===== config.mk =====
export PLATFORM = sky130hd
export DESIGN_NAME = npts_front
export DESIGN_NICKNAME = d
export VERILOG_FILES = /design/src/hdl/npts_pkg.sv /design/src/hdl/npts_front.sv
export SDC_FILE = /design/constraint.sdc
export NUM_CORES = 1
export LEC_CHECK = 0
export BUFFER_PORTS_ARGS = -buffer_cell sky130_fd_sc_hd__buf_2
export CORE_AREA = 3 3 217 219
export DETAILED_ROUTE_END_ITERATION = 16
export DIE_AREA = 0 0 220 222
export MAX_ROUTING_LAYER = met4
export SYNTH_ARGS = -nofsm -noshare
export SYNTH_HDL_FRONTEND = slang
export SYNTH_SLANG_ARGS = --single-unit
export TNS_END_PERCENT = 10

===== constraint.sdc =====
create_clock -name clock -period 22.7 [get_ports clock]
set_input_delay 3.405 -clock clock [delete_from_list [all_inputs] [get_ports clock]]
set_output_delay 3.405 -clock clock [all_outputs]
set_load 0.02 [all_outputs]

===== src/hdl/npts_pkg.sv =====
// Shared types, codes and sizes for the nearest pending tile selector.
// No dependencies; imported by every module of the block.
`timescale 1ns / 1ps
`default_nettype none
package npts_pkg;
   localparam int MaxTiles = 64;
   localparam int TileIdxW = $clog2(MaxTiles);
   localparam int CountW   = $clog2(MaxTiles + 1);
   localparam int CoordW   = 24;
   localparam int SqW      = 2 * CoordW;
   localparam int DistW    = 50;
   localparam int RadW     = 23;
   localparam int Rad2W    = 2 * RadW;

   localparam logic [2:0] OpClear  = 3'd0;
   localparam logic [2:0] OpAppend = 3'd1;
   localparam logic [2:0] OpMark   = 3'd2;
   localparam logic [2:0] OpNear   = 3'd3;
   localparam logic [2:0] OpCount  = 3'd4;
   localparam logic [2:0] OpEvict  = 3'd5;

   localparam logic [1:0] StOk      = 2'd0;
   localparam logic [1:0] StNone    = 2'd1;
   localparam logic [1:0] StIgnored = 2'd2;

   localparam logic [1:0] TsCoarse  = 2'd0;
   localparam logic [1:0] TsFull    = 2'd2;
   localparam logic [1:0] TsInvalid = 2'd3;

   localparam logic [15:0] TileSizeReset = 16'd1024;

   typedef struct packed {
      logic [2:0]               operation;
      logic [5:0]               tile_index;
      logic [1:0]               new_state;
      logic                     has_instance;
      logic signed [CoordW-1:0] origin_x;
      logic signed [CoordW-1:0] origin_y;
      logic signed [CoordW-1:0] origin_z;
      logic signed [CoordW-1:0] focus_x;
      logic signed [CoordW-1:0] focus_y;
      logic signed [CoordW-1:0] focus_z;
      logic [RadW-1:0]          radius;
   } req_type;

   typedef struct packed {
      logic [1:0]       status;
      logic [5:0]       result_index;
      logic [6:0]       full_tiles;
      logic [DistW-1:0] distance_squared;
      logic             last;
   } rsp_type;

   // Queue entry: request with the append center already worked out.
   typedef struct packed {
      logic [2:0]               operation;
      logic [5:0]               tile_index;
      logic [1:0]               new_state;
      logic signed [CoordW-1:0] center_x;
      logic signed [CoordW-1:0] center_y;
      logic signed [CoordW-1:0] center_z;
      logic signed [CoordW-1:0] focus_x;
      logic signed [CoordW-1:0] focus_y;
      logic signed [CoordW-1:0] focus_z;
      logic [RadW-1:0]          radius;
   } cmd_type;
endpackage
`default_nettype wire


===== src/hdl/npts_front.sv =====
// Front end: tile size register, append center math and a two-beat queue.
// Depends on npts_pkg.
`timescale 1ns / 1ps
`default_nettype none
module npts_front (
   input  wire logic             clock,
   input  wire logic             reset,
   input  wire logic             req_valid,
   output logic                  req_stall,
   input  wire npts_pkg::req_type req_data,
   input  wire logic             csr_wr_en,
   input  wire logic [15:0]      csr_wr_data,
   output logic                  cmd_valid,
   output npts_pkg::cmd_type     cmd_data,
   input  wire logic             cmd_pop
);
   import npts_pkg::*;

   logic [15:0]          tile_edge_ff;
   cmd_type              q_ff [2];
   logic                 wr_ptr_ff, rd_ptr_ff;
   logic [1:0]           cnt_ff, cnt_in;
   logic                 accept;
   logic [CoordW:0]      half, sum_x, sum_z;
   logic [CoordW-1:0]    cen_x, cen_z;
   cmd_type              entry;

   assign req_stall = (cnt_ff == 2'd2);
   assign accept    = req_valid && !req_stall;
   assign cmd_valid = (cnt_ff != 2'd0);
   assign cmd_data  = q_ff[rd_ptr_ff];

   // Only positive overflow is possible since half a tile is never negative.
   always_comb begin
      half  = (CoordW+1)'(tile_edge_ff[15:1]);
      sum_x = {req_data.origin_x[CoordW-1], req_data.origin_x} + half;
      sum_z = {req_data.origin_z[CoordW-1], req_data.origin_z} + half;
      cen_x = (sum_x[CoordW] != sum_x[CoordW-1]) ? {1'b0, {(CoordW-1){1'b1}}}
                                                 : sum_x[CoordW-1:0];
      cen_z = (sum_z[CoordW] != sum_z[CoordW-1]) ? {1'b0, {(CoordW-1){1'b1}}}
                                                 : sum_z[CoordW-1:0];
      entry.operation  = req_data.operation;
      entry.tile_index = req_data.tile_index;
      entry.new_state  = req_data.new_state;
      entry.center_x   = req_data.has_instance ? cen_x : '0;
      entry.center_y   = req_data.has_instance ? req_data.origin_y : '0;
      entry.center_z   = req_data.has_instance ? cen_z : '0;
      entry.focus_x    = req_data.focus_x;
      entry.focus_y    = req_data.focus_y;
      entry.focus_z    = req_data.focus_z;
      entry.radius     = req_data.radius;
      cnt_in = cnt_ff + {1'b0, accept} - {1'b0, cmd_pop};
   end

   always_ff @(posedge clock) begin
      if (reset) begin
         tile_edge_ff <= TileSizeReset;
         wr_ptr_ff    <= 1'b0;
         rd_ptr_ff    <= 1'b0;
         cnt_ff       <= 2'd0;
      end else begin
         if (csr_wr_en) tile_edge_ff <= csr_wr_data;
         if (accept) wr_ptr_ff <= !wr_ptr_ff;
         if (cmd_pop) rd_ptr_ff <= !rd_ptr_ff;
         cnt_ff <= cnt_in;
      end
   end

   always_ff @(posedge clock) begin
      if (accept) q_ff[wr_ptr_ff] <= entry;
   end
endmodule
`default_nettype wire


==> results of run 1 <==
==> sequential cells by signal (all words and copies together), names as in the netlist, named ones only <==
| signal | flops |
|---|---|
| q_ff | 356 |
| tile_edge_ff | 15 |
| cnt_ff | 2 |
| rd_ptr_ff | 1 |
| wr_ptr_ff | 1 |
==> layout make-up <==
class                           count  area, um2  share of cell area
Sequential cell                   376      11100               0.562
Multi-Input combinational cell    526       4560               0.231
Timing Repair Buffer              386       1950              0.0989
Clock buffer                       51       1110              0.0560
Tap cell                          600        751              0.0380
Clock inverter                     24        185             0.00938
Inverter                           12       45.0             0.00228
Antenna cell                       17       42.5             0.00216
==> metal layers <==
metal | track usage | wire length [um]
met5 | - | 0
met4 | 0.0519 | 1030
met3 | 0.0456 | 2810
met2 | 0.254 | 18500
met1 | 0.177 | 15200
==> cell families after synthesis <==
family	Yosys count	share of synthesized area
adders and majority gates	36	0.0294
buffers and inverters	51	0.0122
AOI/OAI and AO/OA	133	0.0593
and+or+nand+nor	125	0.0411
DFF	376	0.700
xor gates and xnor gates	40	0.0221
muxes	192	0.135
==> worst max-delay path: stages <==
cell and delay [ns]:
buf_2 0.10, ha_1 0.38, a21oi_1 0.20, nand2_1 0.13, o211ai_2 0.21, nand4_1 0.15, a31oi_2 0.50, nor2_1 0.12
xor2_1 0.16, ha_1 0.89, nor2_1 0.15, a21o_1 0.22, a211oi_1 0.25
==> metrics by stage <==
step / setup WS, ns / power (mW) / instances / instance area [um2]
finish: 16.19 / 1.95 / 1992 / 19700
global placement: 15.70 / 1.34 / 1900 / 18400
detailed placement: 15.64 / 1.35 / 1900 / 18400
global route: 15.84 / 2.05 / 1991 / 19700
floorplan: 11.10 / 1.22 / 953 / 15800
CTS: 16.23 / 1.99 / 1975 / 19700
==> path summary, 6_finish.rpt <==
check | startpoint | endpoint | slack [ns] | depth (start not counted)
hold / removal | rd_ptr_ff$_SDFFE_PP0P_ | flop | 0.53 | 2
setup / recovery | req_data[99] | q_ff[0][114]$_DFFE_PP_ | 16.19 | 13
hold reg to reg | rd_ptr_ff$_SDFFE_PP0P_ | flop | 0.53 | 2
setup reg to reg | tile_edge_ff[2]$_SDFFE_PP0P_ | q_ff[0][114]$_DFFE_PP_ | 18.75 | 12
==> cell usage in the layout (no fill, tap or decap), types with 11 or more instances in the layout <==
cell / count
buf_2: 378
edfxtp_1: 356
mux2_2: 178
o21a_1: 44
clkbuf_16: 43
nor2_1: 36
ha_1: 34
and2_1: 27
a21oi_1: 23
xnor2_1: 22
dfxtp_1: 19
xor2_1: 18
diode_2: 17
nand2_1: 17
o21ai_0: 15
mux2i_1: 14
nand3_1: 13
inv_1: 12
clkinv_1: 11
==> power groups by stage <==
stage,clock (mW),sequential (mW),combinational [mW]
finish,0.631,0.915,0.406
global route,0.683,0.926,0.439
CTS,0.656,0.917,0.416
detailed placement,0,0.931,0.414
global placement,0,0.925,0.412
floorplan,0,0.947,0.269
==> impl_metrics.toml, run 1 <==
[clocking]
ctsHtreeMaxLevel = 2
cts_root_buffer = "clkbuf_16"
cts_sinks = 376
clkSlewWorstSetupHoldPaths_ns = 0.06
cts_tree = "yes"
ctsResizeCount = 0
clk_path_buf_depth = 3
cts_setup_buffers = 0
clk_latency_ns = 0.55
hold_buffers = 0
numCtsBuffers = 42

[synthesis]
synthFlopType = "edfxtp_1"
synthTopCellsByCount = "356 x edfxtp_1, 178 x mux2_2, 44 x o21a_1"
syn_avg_cell_area_um2 = 16.6
synth.distinct_cells = 49
yosys.area.top_type = "edfxtp_1"
seq_area_frac_synth = 0.700
synth-seq-cells = 376
netlist_instances = 953
netlist_area_mm2 = 0.0158
synth_area_leaders = "edfxtp_1 68%, mux2_2 13%, ha_1 2.7%"
synth_nets = 1189
synth_edf_count = 356
synth_top_cell_area_share = 0.675
async_reset_ff_frac = 0
ys_warn_count = 0
yosysMostFrequentCell = "edfxtp_1"

[sta]
worst_pin_slew_ns = 1.05
slew_violations = 0
finalSetupViolCount = 0
rsz0062_at_grt = "no"
hold_viol = 0
min_period_ns = 6.51
finalCritPeriodShare = 0.287
whs_ns = 0.526
fmax_ghz = 0.154
finalClockSkew_ns = 0.0167
tns_ns = 0
relSlewSlack = 0.303

[finish]
nets = 1580
layout-drive-gt1-share = 0.460
syn_to_final_growth_pct = 24.7
final_util = 0.436
fillCellCount = 4158

[routing]
drt_iter0_drc = 463
route.detailed.drc = 0
routed_via_density = 4.73
drtAntennaViolNets = 0
wl_um = 37500
num_vias = 9429
wire_per_inst_um = 18.8
drtPass1Iterations = 5

[global_route]
grt_start_max_net_pins = 76
grtUsageTotal = 0.153
grt_overflow = 0
grt_pass1_vias = 9799
grt_antenna_before_repair = 16
grt_pass1_wl_um = 56300

[worst_setup_path]
worst_ep_arrival_time_ns = 6.87
path_max_fanout = 26
critPathKind = "input port to flop"
cp-end-kind = "flop"
worst_setup_path_start_kind = "input port"
required_ns = 23.06

[pwr]
p_switching_mw = 0.547
sw_frac_of_total = 0.280
p_leak_nw = 7.56
p_per_area_mw_per_mm2 = 98.9
p_int_mw = 1.41
pwr-share-clk = 0.323
ir_drop_mv = 0.0569
p_seq_frac = 0.469
power_frac_comb = 0.208

[floorplanning]
die_area_mm2 = 0.0488
start_util = 0.350
fp.dieW_um = 220
dieHeight_um = 222
core_mm2 = 0.0453
num_rows = 78
io_pins = 380

[flow_run]
cap_violations = 0

[worst_hold_path]
min_path_type = "flop to flop"

[placement]
place.gp.congestion = 0.819
hpwl_um = 25600
io_buffers = 378

[status]
status = "completed"
No activity file was read; power rests on OpenSTA's default activity.
==> inputs of run 2 (changes only) <==
clock period = 6.3 ns   (was 22.7 ns; I/O delays follow)
==> impl_metrics.toml, run 2 (synthesized netlist as in run 1, its figures left out) <==
[worst_setup_path]
required_ns = 6.64
path_max_fanout = 26
worst_setup_path_start_kind = "input port"
cp-end-kind = "flop"
critPathKind = "input port to flop"
worst_ep_arrival_time_ns = 4.50
reg2reg_depth = 13

[placement]
hpwl_um = 25300
dp.cells = 1901
io_buffers = 378
placed_area_mm2 = 0.0184
place.gp.congestion = 0.809

[pwr]
p_switching_mw = 1.97
sw_frac_of_total = 0.281
power_frac_comb = 0.209
p_per_area_mw_per_mm2 = 355
p_leak_nw = 7.57
pwr-share-clk = 0.320
p_seq_frac = 0.470
p_int_mw = 5.04
ir_drop_mv = 0.209

[clocking]
cts_tree = "yes"
cts_root_buffer = "clkbuf_16"
ctsHtreeMaxLevel = 2
numCtsBuffers = 42
cts_setup_buffers = 0
clkSlewWorstSetupHoldPaths_ns = 0.05
hold_buffers = 0
ctsResizeCount = 0
clk_path_buf_depth = 3
cts_sinks = 376
clk_latency_ns = 0.55

[sta]
finalCritPeriodShare = 0.661
slew_violations = 0
finalSetupViolCount = 0
min_period_ns = 4.16
whs_ns = 0.519
tns_ns = 0
relSlewSlack = 0.332
worst_pin_slew_ns = 1.00
rsz0062_at_grt = "no"
fmax_ghz = 0.240
hold_viol = 0
finalClockSkew_ns = 0.0214

[routing]
drtAntennaViolNets = 0
routed_via_density = 4.73
wire_per_inst_um = 18.6
drt_iter0_drc = 402
drtPass1Iterations = 6
num_vias = 9408
wl_um = 37000
route.detailed.drc = 0

[finish]
layout.cells.non_filler = 1987
syn_to_final_growth_pct = 24.7
nets = 1581
layout_common_cells = "378 x buf_2, 356 x edfxtp_1, 178 x mux2_2"
fillCellCount = 4174
final_common_cell = "buf_2"
final_util = 0.436
reg.largest.list = "q_ff (356), tile_edge_ff (15), cnt_ff (2)"
layout-drive-gt1-share = 0.464
largest_register = "q_ff"
finalInstanceArea_mm2 = 0.0197
largest_reg_flops = 356

[global_route]
grt_antenna_before_repair = 15
grt_pass1_wl_um = 55900
grtUsageTotal = 0.152
grt_start_max_net_pins = 100
grt_overflow = 0
grt_pass1_vias = 9706

[floorplanning]
num_rows = 78
core_mm2 = 0.0453
start_util = 0.350
io_pins = 380
fp.dieW_um = 220
dieHeight_um = 222
die_area_mm2 = 0.0488

[flow_run]
cap_violations = 0

[status]
status = "completed"

[worst_hold_path]
min_path_type = "flop to flop"
min_path_cells = 2
[run 2: cell count changes in the layout (fill, tap and decap cells not counted)]
cell        previous run  this run
clkinv_1              11         7
buf_4                  8         7
buf_12                 0         2
inv_6                  0         1
clkbuf_1               8         6
bufinv_16              2         1
diode_2               17        15
clkinv_4               1         2
clkbuf_4               0         3
clkinv_2               7         6
clkinvlp_4             1         0
[run 2: final cells by class]
class,instances,area (um2),share of cell area
antenna,15,37.5,0.00190
clock buffer,52,1120,0.0568
clock inverter,19,145,0.00735
inverter,12,45.0,0.00228
multi-input combinational,526,4560,0.231
sequential,376,11100,0.562
tap,600,751,0.0380
timing repair buffer,387,1980,0.101
[run 2: layer usage]
metal / track usage / wire, um / up-vias
li1: - / - / 4492
met1: 0.182 / 15400 / 4618
met2: 0.248 / 18200 / 244
met3: 0.0430 / 2440 / 54
met4: 0.0474 / 875 / 0
met5: - / 0 / -
[run 2: through the flow]
| step | setup WS (ns) | total power [mW] |
|---|---|---|
| 2_1_floorplan | 0.173 | 4.35 |
| 3_3_place_gp | 1.73 | 4.82 |
| 3_5_place_dp | 1.59 | 4.84 |
| 4_1_cts | 2.19 | 7.13 |
| 5_1_grt | 1.75 | 7.34 |
| 6_report | 2.14 | 7.01 |
[run 2: worst max-delay path: stages]
cell and delay [ns]:
buf_2 0.10, ha_1 0.38, a21oi_1 0.20, nand2_1 0.12, o211ai_2 0.22, nand4_1 0.15
a31oi_2 0.50, nor2_1 0.13, xor2_1 0.16, ha_1 0.87, nor2_1 0.15, o21ai_0 0.14
nand2_1 0.07, a211oi_1 0.35
[run 2: final timing paths]
path | startpoint | end | slack, ns
worst min register to register | rd_ptr_ff$_SDFFE_PP0P_ | flop | 0.52
worst max register to register | tile_edge_ff[2]$_SDFFE_PP0P_ | q_ff[1][116]$_DFFE_PP_ | 2.22
worst max-delay path | req_data[99] | q_ff[1][116]$_DFFE_PP_ | 2.14
worst min-delay path | rd_ptr_ff$_SDFFE_PP0P_ | flop | 0.52
[run 2: power groups by stage]
stage / combinational (mW) / sequential [mW] / clock (mW)
2_1_floorplan: 0.971 / 3.38 / 0
3_3_place_gp: 1.49 / 3.33 / 0
6_report: 1.47 / 3.30 / 2.25
3_5_place_dp: 1.49 / 3.35 / 0
4_1_cts: 1.50 / 3.30 / 2.32
5_1_grt: 1.59 / 3.33 / 2.42
==> inputs of run 3 (changes only) <==
clock period = 3.72 ns   (was 6.3 ns; I/O delays follow)
==> impl_metrics.toml, run 3 (synthesized netlist as in run 1, its figures left out) <==
[status]
status = "completed"

[worst_setup_path]
required_ns = 4.06
critical_path_depth = 12
worst_setup_path_start_kind = "flop"
worst_ep_arrival_time_ns = 3.80
cp-end-kind = "flop"
path_cells = "ha_1 > fa_1 > a21o_2 > a31oi_1 > or4b_1 > and4b_4 > o31a_1 > ha_1 > nor2_1 > o21ai_0 > nand2_1 > a211oi_1"
r2r_slack_ns = 0.26
reg2reg_depth = 12
crit_top_cell = "ha_1"
critPathKind = "flop to flop"
path_max_fanout = 11
r2r-start = "tile_edge_ff[1]$_SDFFE_PP0P_"
startpoint = "tile_edge_ff[1]$_SDFFE_PP0P_"
r2r_end = "q_ff[0][116]$_DFFE_PP_"
crit_family = "simple AND/OR/NAND/NOR gates"
slowest_delay_ns = 0.56
crit_end = "q_ff[0][116]$_DFFE_PP_"
cp_num_buf_inv = 0
cp_slowest_cell = "or4b_1"

[clocking]
ctsHtreeMaxLevel = 2
cts_root_buffer = "clkbuf_16"
clk_path_buf_depth = 3
cts_tree = "yes"
cts_sinks = 376
clkSlewWorstSetupHoldPaths_ns = 0.06
numCtsBuffers = 43
ctsResizeCount = 0
cts_setup_buffers = 0
clk_latency_ns = 0.55
hold_buffers = 0

[global_route]
grtUsageTotal = 0.158
grt_pass1_wl_um = 58100
grt_start_max_net_pins = 126
grt_overflow = 0
grt_antenna_before_repair = 15
grt_pass1_vias = 10052

[sta]
worst_pin_slew_ns = 1.01
finalClockSkew_ns = 0.00777
finalSetupViolCount = 0
rsz0062_at_grt = "no"
finalCritPeriodShare = 0.929
hold_viol = 0
tns_ns = 0
relSlewSlack = 0.326
min_period_ns = 3.46
slew_violations = 0
fmax_ghz = 0.289

[finish]
syn_to_final_growth_pct = 26.4
reg.largest.list = "q_ff (356), tile_edge_ff (15), cnt_ff (2)"
largest_register = "q_ff"
layout_common_cells = "378 x buf_2, 356 x edfxtp_1, 178 x mux2_2"
final_common_cell = "buf_2"
layout-drive-gt1-share = 0.468
layout.cells.non_filler = 2003
largest_reg_flops = 356
nets = 1592

[routing]
route.detailed.drc = 0
drtAntennaViolNets = 0
drtPass1Iterations = 5
num_vias = 9576
drt_iter0_drc = 524
wire_per_inst_um = 19.2
wl_um = 38500
routed_via_density = 4.78

[floorplanning]
fp.dieW_um = 220
dieHeight_um = 222
core_mm2 = 0.0453
die_area_mm2 = 0.0488
num_rows = 78
io_pins = 380
start_util = 0.350

[placement]
hpwl_um = 26400
place.gp.congestion = 0.839
dp.cells = 1911
io_buffers = 378

[pwr]
p_switching_mw = 3.40
p_per_area_mw_per_mm2 = 615
p_leak_nw = 7.68
p_int_mw = 8.91
ir_drop_mv = 0.300
power_frac_comb = 0.206
pwr-share-clk = 0.340
sw_frac_of_total = 0.276
p_seq_frac = 0.454

[worst_hold_path]
min_path_type = "input port to flop"

[flow_run]
cap_violations = 0
==> run 3: cell types whose count changed in the layout (fill, tap and decap cells not counted), sizes merged <==
cell | before | now
clkbuf | 52 | 54
clkinvlp | 0 | 3
clkinv | 17 | 14
bufinv | 1 | 6
inv | 13 | 12
buf | 387 | 397
==> run 3: power by group through the flow <==
stage / Clock, mW / Combinational (mW) / Sequential, mW
detailed placement: 0 / 2.58 / 5.68
finish: 4.19 / 2.53 / 5.59
floorplan: 0 / 1.65 / 5.66
global route: 4.50 / 2.74 / 5.65
CTS: 4.32 / 2.59 / 5.60
global placement: 0 / 2.57 / 5.65
==> run 3: area by class of cell <==
class	count	area, um2
tap	600	751
multi-input combinational	526	4560
antenna	15	37.5
timing repair buffer	397	2110
clock buffer	54	1120
sequential	376	11100
clock inverter	23	288
inverter	12	45.0
fill	4164	25300
==> run 3: worst reg2reg max path, stage by stage, from the launching register on <==
cell      delay (ns)
dfxtp_1         0.40
ha_1            0.22
fa_1            0.23
a21o_2          0.17
a31oi_1         0.12
or4b_1          0.56
and4b_4         0.25
o31a_1          0.25
ha_1            0.48
nor2_1          0.11
o21ai_0         0.10
nand2_1         0.07
a211oi_1        0.31
==> run 3: worst min-delay path by stage <==
stage,start,to,depth (start not counted)
3_3_place_gp,rd_ptr_ff$_SDFFE_PP0P_,flop,2
6_report,req_data[3],q_ff[0][3]$_DFFE_PP_,1
5_1_grt,req_data[59],q_ff[0][59]$_DFFE_PP_,1
4_1_cts,req_data[94],q_ff[0][94]$_DFFE_PP_,1
3_5_place_dp,rd_ptr_ff$_SDFFE_PP0P_,flop,2
2_1_floorplan,rd_ptr_ff$_SDFFE_PP0P_,flop,2
==> run 3: metrics by stage <==
step	utilization	area [um2]	power [mW]	hold WS, ns	setup WS, ns
detailed placement	0.410	18600	8.26	0.500	0.0466
floorplan	-	15800	7.30	0.480	0.0235
CTS	0.441	20000	12.5	0.146	0.253
finish	0.442	20000	12.3	0.198	0.264
global placement	0.410	18600	8.21	0.492	0.0511
global route	0.442	20000	12.9	0.157	0.0250
==> run 3: per-layer routing <==
layer | vias up | routed length, um | GRT usage | share of wire
li1 | 4507 | - | - | -
met4 | 0 | 834 | 0.0449 | 0.022
met2 | 323 | 19100 | 0.262 | 0.50
met1 | 4689 | 15300 | 0.184 | 0.40
met3 | 57 | 3330 | 0.0522 | 0.087
met5 | - | 0 | - | 0
